===== src/rtl/odestep_pkg.sv =====
// Shared types, constants and arithmetic helpers for the ODE stepper.
package odestep_pkg;

  localparam int unsigned DataW   = 32;
  localparam int unsigned CountW  = 11;
  localparam int unsigned FracW   = 24;
  localparam int unsigned WideW   = 41;
  localparam int unsigned DivW    = 36;
  localparam int unsigned CfgIdxW = 2;
  localparam logic [CountW-1:0] MaxSteps = 11'd1024;

  localparam logic [CfgIdxW-1:0] RegMethod = 2'd0;
  localparam logic [CfgIdxW-1:0] RegXStart = 2'd1;
  localparam logic [CfgIdxW-1:0] RegXEnd   = 2'd2;
  localparam logic [CfgIdxW-1:0] RegCount  = 2'd3;

  localparam logic [1:0] MethEuler = 2'd0;
  localparam logic [1:0] MethRk2   = 2'd1;
  localparam logic [1:0] MethRk4   = 2'd2;

  localparam logic OpLoad = 1'b0;
  localparam logic OpStep = 1'b1;

  // floor(2^32 / 6) and ceil(2^33 / 3) for the divide by 6
  localparam logic [DataW-1:0] SixthOf2p32 = 32'd715827882;
  localparam logic [DataW-1:0] Recip3      = 32'hAAAA_AAAB;

  typedef struct packed {
    logic                    opcode;
    logic signed [DataW-1:0] initial_value;
  } in_word_t;

  typedef struct packed {
    logic signed [DataW-1:0] x_value;
    logic signed [DataW-1:0] y_value;
    logic [CountW-1:0]       step_index;
    logic                    done_res;
  } out_word_t;

  typedef enum logic [3:0] {
    DP_NOP, DP_LOAD, DP_HSET, DP_MSLOPE, DP_FLATCH, DP_MH, DP_KLATCH,
    DP_SUM, DP_D6PREP, DP_D6MUL, DP_FIN, DP_RES
  } dp_op_e;

  typedef struct packed {
    dp_op_e     op;
    logic [1:0] kidx;
  } dp_cmd_t;

  typedef struct packed {
    logic       div_busy;
    logic       step_ok;
    logic       out_free;
    logic [1:0] method;
  } dp_status_t;

  typedef enum logic [3:0] {
    ST_IDLE, ST_DIVH, ST_HSET, ST_MSLOPE, ST_FLATCH, ST_MH, ST_KLATCH,
    ST_SUM, ST_DIV6, ST_DIV6M, ST_FIN, ST_RES
  } ctrl_state_e;

  function automatic logic signed [DataW-1:0] sat32(input logic signed [WideW-1:0] v);
    logic signed [WideW-1:0] hi;
    logic signed [WideW-1:0] lo;
    hi = WideW'(64'sh7FFF_FFFF);
    lo = -WideW'(64'sh8000_0000);
    if (v > hi) return 32'sh7FFF_FFFF;
    else if (v < lo) return 32'sh8000_0000;
    else return v[DataW-1:0];
  endfunction

  // halve toward zero
  function automatic logic signed [WideW-1:0] half_tz(input logic signed [WideW-1:0] v);
    logic signed [WideW-1:0] t;
    t = v + WideW'(v[WideW-1]);
    return t >>> 1;
  endfunction

endpackage


===== src/rtl/odestep_ctrl.sv =====
// Controller: sequences loads and integration steps through the datapath.
module odestep_ctrl import odestep_pkg::*; (
  input  logic       clk_i,
  input  logic       rst_ni,
  input  logic       in_valid_i,
  input  logic       in_opcode_i,
  input  dp_status_t status_i,
  output logic       in_ready_o,
  output dp_cmd_t    cmd_o
);
  ctrl_state_e state_q, state_d;
  logic [1:0]  kidx_q, kidx_d;
  logic [1:0]  klast;

  always_comb begin
    if (status_i.method == MethEuler) klast = 2'd0;
    else if (status_i.method == MethRk2) klast = 2'd1;
    else klast = 2'd3;
  end

  always_comb begin
    state_d = state_q;
    kidx_d  = kidx_q;
    unique case (state_q)
      ST_IDLE: begin
        if (in_valid_i) begin
          kidx_d = 2'd0;
          if (in_opcode_i == OpLoad) state_d = ST_DIVH;
          else if (status_i.step_ok) state_d = ST_MSLOPE;
          else state_d = ST_RES;
        end
      end
      ST_DIVH:   if (!status_i.div_busy) state_d = ST_HSET;
      ST_HSET:   state_d = ST_RES;
      ST_MSLOPE: state_d = ST_FLATCH;
      ST_FLATCH: state_d = ST_MH;
      ST_MH:     state_d = ST_KLATCH;
      ST_KLATCH: begin
        if (kidx_q == klast) begin
          state_d = ST_SUM;
        end else begin
          kidx_d  = kidx_q + 1'b1;
          state_d = ST_MSLOPE;
        end
      end
      ST_SUM:   state_d = (klast == 2'd3) ? ST_DIV6 : ST_FIN;
      ST_DIV6:  state_d = ST_DIV6M;
      ST_DIV6M: state_d = ST_FIN;
      ST_FIN:   state_d = ST_RES;
      ST_RES:   if (status_i.out_free) state_d = ST_IDLE;
      default:  state_d = ST_IDLE;
    endcase
  end

  always_comb begin
    in_ready_o = 1'b0;
    cmd_o.op   = DP_NOP;
    cmd_o.kidx = kidx_q;
    unique case (state_q)
      ST_IDLE: begin
        in_ready_o = 1'b1;
        if (in_valid_i && in_opcode_i == OpLoad) cmd_o.op = DP_LOAD;
      end
      ST_HSET:   cmd_o.op = DP_HSET;
      ST_MSLOPE: cmd_o.op = DP_MSLOPE;
      ST_FLATCH: cmd_o.op = DP_FLATCH;
      ST_MH:     cmd_o.op = DP_MH;
      ST_KLATCH: cmd_o.op = DP_KLATCH;
      ST_SUM:    cmd_o.op = DP_SUM;
      ST_DIV6:   cmd_o.op = DP_D6PREP;
      ST_DIV6M:  cmd_o.op = DP_D6MUL;
      ST_FIN:    cmd_o.op = DP_FIN;
      ST_RES:    if (status_i.out_free) cmd_o.op = DP_RES;
      default:   cmd_o.op = DP_NOP;
    endcase
  end

  always_ff @(posedge clk_i or negedge rst_ni) begin
    if (!rst_ni) begin
      state_q <= ST_IDLE;
      kidx_q  <= '0;
    end else begin
      state_q <= state_d;
      kidx_q  <= kidx_d;
    end
  end
endmodule


===== config.mk =====
export PLATFORM = sky130hd
export DESIGN_NAME = odestep_ctrl
export DESIGN_NICKNAME = d
export VERILOG_FILES = /design/src/rtl/odestep_pkg.sv /design/src/rtl/odestep_ctrl.sv
export SDC_FILE = /design/constraint.sdc
export NUM_CORES = 1
export LEC_CHECK = 0
export ABC_CLOCK_PERIOD_IN_PS = 2900
export BUFFER_PORTS_ARGS = -buffer_cell sky130_fd_sc_hd__buf_2
export CAP_MARGIN = 0
export CORE_AREA = 10 10 49 51
export DETAILED_ROUTE_END_ITERATION = 16
export DIE_AREA = 0 0 59 61
export PLACE_DENSITY = 0.64
export RECOVER_POWER = 100
export SLEW_MARGIN = 10
export SYNTH_ARGS = -nofsm -noshare
export SYNTH_HDL_FRONTEND = slang
export SYNTH_SLANG_ARGS = --single-unit

===== constraint.sdc =====
create_clock -name clk_i -period 2.9 [get_ports clk_i]
set_input_delay 0.58 -clock clk_i [delete_from_list [all_inputs] [get_ports clk_i]]
set_output_delay 0.58 -clock clk_i [all_outputs]
set_load 0.01 [all_outputs]

==> impl_metrics.toml <==
[worst_setup_path]
arrival_ns = 1.59
cp.required_ns = 2.32
cp-end-kind = "output pin"
cp_max_fo = 15
path_class = "reg2out"
reg2reg_slack_ns = 1.22
cp-start-kind = "register"

[global_route]
met1_usage_pct = 8.18
use_met2_pct = 12.0
grt_pass1_wl_mm = 2.08
grt-busiest-layer = "met2"
overflow = 0
grt_use_met3_pct = 2.30
grt.total_usage_pct = 7.03
grt_max_degree = 16
antenna_found_initial = 0
first_global_vias = 474

[layout]
layout-drive-gt1-share_pct = 12.5
layout_commonest_cell = "clkbuf_1"
finalInstanceArea_um2 = 587
area_growth_pct = 14.1
num_antenna_cells = 0
layout_common_cells = "clkbuf_1 (8), buf_2 (7), o21ai_0 (6), dfrtp_1 (6)"
fillers = 173
fin_nets = 91

[route]
routedWlPerCell_um = 13.8
ant_nets = 0
vias = 530
first_pass_iters = 3
drt_first_iter_violations = 7
avgViaCountPerCell = 5.52
drt_wl_total_mm = 1.33
route.detailed.drc = 0

[clocking]
post_cts_buffers = 0
clock_path_buffers = 2
ctsHoldBuffers = 0
cts_made_buffers = 3
insertion_delay_ns = 0.24
cts-resized-gates = 0
clk_pin_slew_ns = 0.04
clkSinkCount = 6
htreeDepth = 1
cts_tree = "yes"
cts-root-buf = "clkbuf_4"

[timing]
tightestPinTransition_ns = 0.440
fin_tns_setup_ns = 0
min_period_ns = 2.17
timing.slew.headroom_pct = 70.4
rsz0062_at_grt = "false"
fin_crit_sh_pct = 74.9
finalSetupViolCount = 0
drv_slew = 0
fmax_mhz = 460
skew_ns = 0.00307
hold_viol_final = 0

[logic_synthesis]
syn_avg_cell_area_um2 = 7.79
synth_area_leader_cell = "dfrtp_1"
syn_nets = 75
ys_ff_latch = 6
synth_warnings = 0
synth_cell_type_count = 31
ys_seq_area_share_pct = 29.2
synth_edf_count = 0
synthTopCellsByArea = "dfrtp_1 (29%), nor2b_1 (6.1%), a21oi_1 (4.9%), o21ai_0 (3.9%), nand2_1 (3.6%)"
synthFlopType = "dfrtp_1"
synth_area_um2 = 514
netlist_instances = 66
synth_top_area_share_pct = 29.2
ys_async_sr_fraction_pct = 100

[flow_run]
max-cap-violations = 0

[place]
portBuffers = 15
gp_congestion = 0.781
placed_cell_area_um2 = 586
dp_hpwl_mm = 1.01

[die]
std_cell_rows = 14
coreArea_um2 = 1470
dieArea_um2 = 3600
start_util_pct = 34.9
ios = 16
fp.dieW_um = 59
die_h_um = 61

[run_status]
outcome = "finished, final reports clean"

[hold_path]
min_path_type = "in2async"

[power]
p_leak_uw = 0.000247
irDropWorstVdd_mv = 0.253
power_density_nw_per_um2 = 1040
cell usage after synthesis, drive strengths merged (2+ instances only):
library cell,number
a211oi,2
a21oi,5
buf,2
clkbuf,2
dfrtp,6
inv,2
nand2,5
nand2b,3
nand3,3
nand3b,2
nor2,5
nor2b,5
nor3,3
o21ai,6
or3b,2
stage by stage:
| stage | utilization, % | hold WS (ns) | cells | worst slack [ns] | total power (uW) |
|---|---|---|---|---|---|
| floorplan | - | 0.284 | 66 | 1.18 | 469 |
| global placement | 39.8 | 0.404 | 93 | 1.12 | 556 |
| detailed placement | 39.8 | 0.407 | 93 | 1.08 | 561 |
| CTS | 41.3 | 0.154 | 96 | 0.850 | 639 |
| global route | 39.9 | 0.210 | 96 | 0.613 | 671 |
| finish | 39.9 | 0.198 | 96 | 0.727 | 610 |
logic make-up after synthesis:
family          share of synthesized area, %
compound gates                          28.7
flops                                   29.2
simple gates                            34.3
xor+xnor                                1.70
buf+inv                                 6.08
area by class of cell:
class / count / area [um2] / area share (%)
Multi-Input combinational cell: 54 / 322 / 54.8
Tap cell: 16 / 20.0 / 3.41
Clock buffer: 3 / 22.5 / 3.84
Inverter: 2 / 7.51 / 1.28
Sequential cell: 6 / 150 / 25.6
Timing Repair Buffer: 15 / 65.1 / 11.1
critical path: stages, from the launching register on:
cell	delay (ns)
dfrtp_1	0.52
nor4_1	0.47
nand3b_1	0.12
nand2_1	0.08
clkbuf_1	0.15
state kept, by name, summed over array words and instances (netlist names):
| register | cells |
|---|---|
| state_q | 4 |
| kidx_q | 2 |
per-layer routing:
| metal | up-vias | part of all wire, % |
|---|---|---|
| li1 | 270 | - |
| met1 | 254 | 44 |
| met2 | 6 | 53 |
| met3 | 0 | 3.4 |
| met4 | 0 | 0 |
| met5 | - | 0 |
report_power, final:
group	switching, uW	leakage (uW)	total, uW	internal (uW)
Clock	28.2	0.0000138	74.9	46.7
Sequential	107	0.0000760	229	122
Combinational	163	0.000157	305	142
Total	298	0.000247	610	311
path summary, 6_finish.rpt:
check | start | end | cells past startpoint
max | state_q[1] | cmd_o[2] | 4
min | rst_ni | state_q[1] | 1
max reg2reg | state_q[1] | state_q[1] | 4
min reg2reg | kidx_q[1] | kidx_q[1] | 2
max in group asynchronous | rst_ni | state_q[3] | 1
min in group clk_i | kidx_q[1] | kidx_q[1] | 2
(Power assumes the default switching activity.)
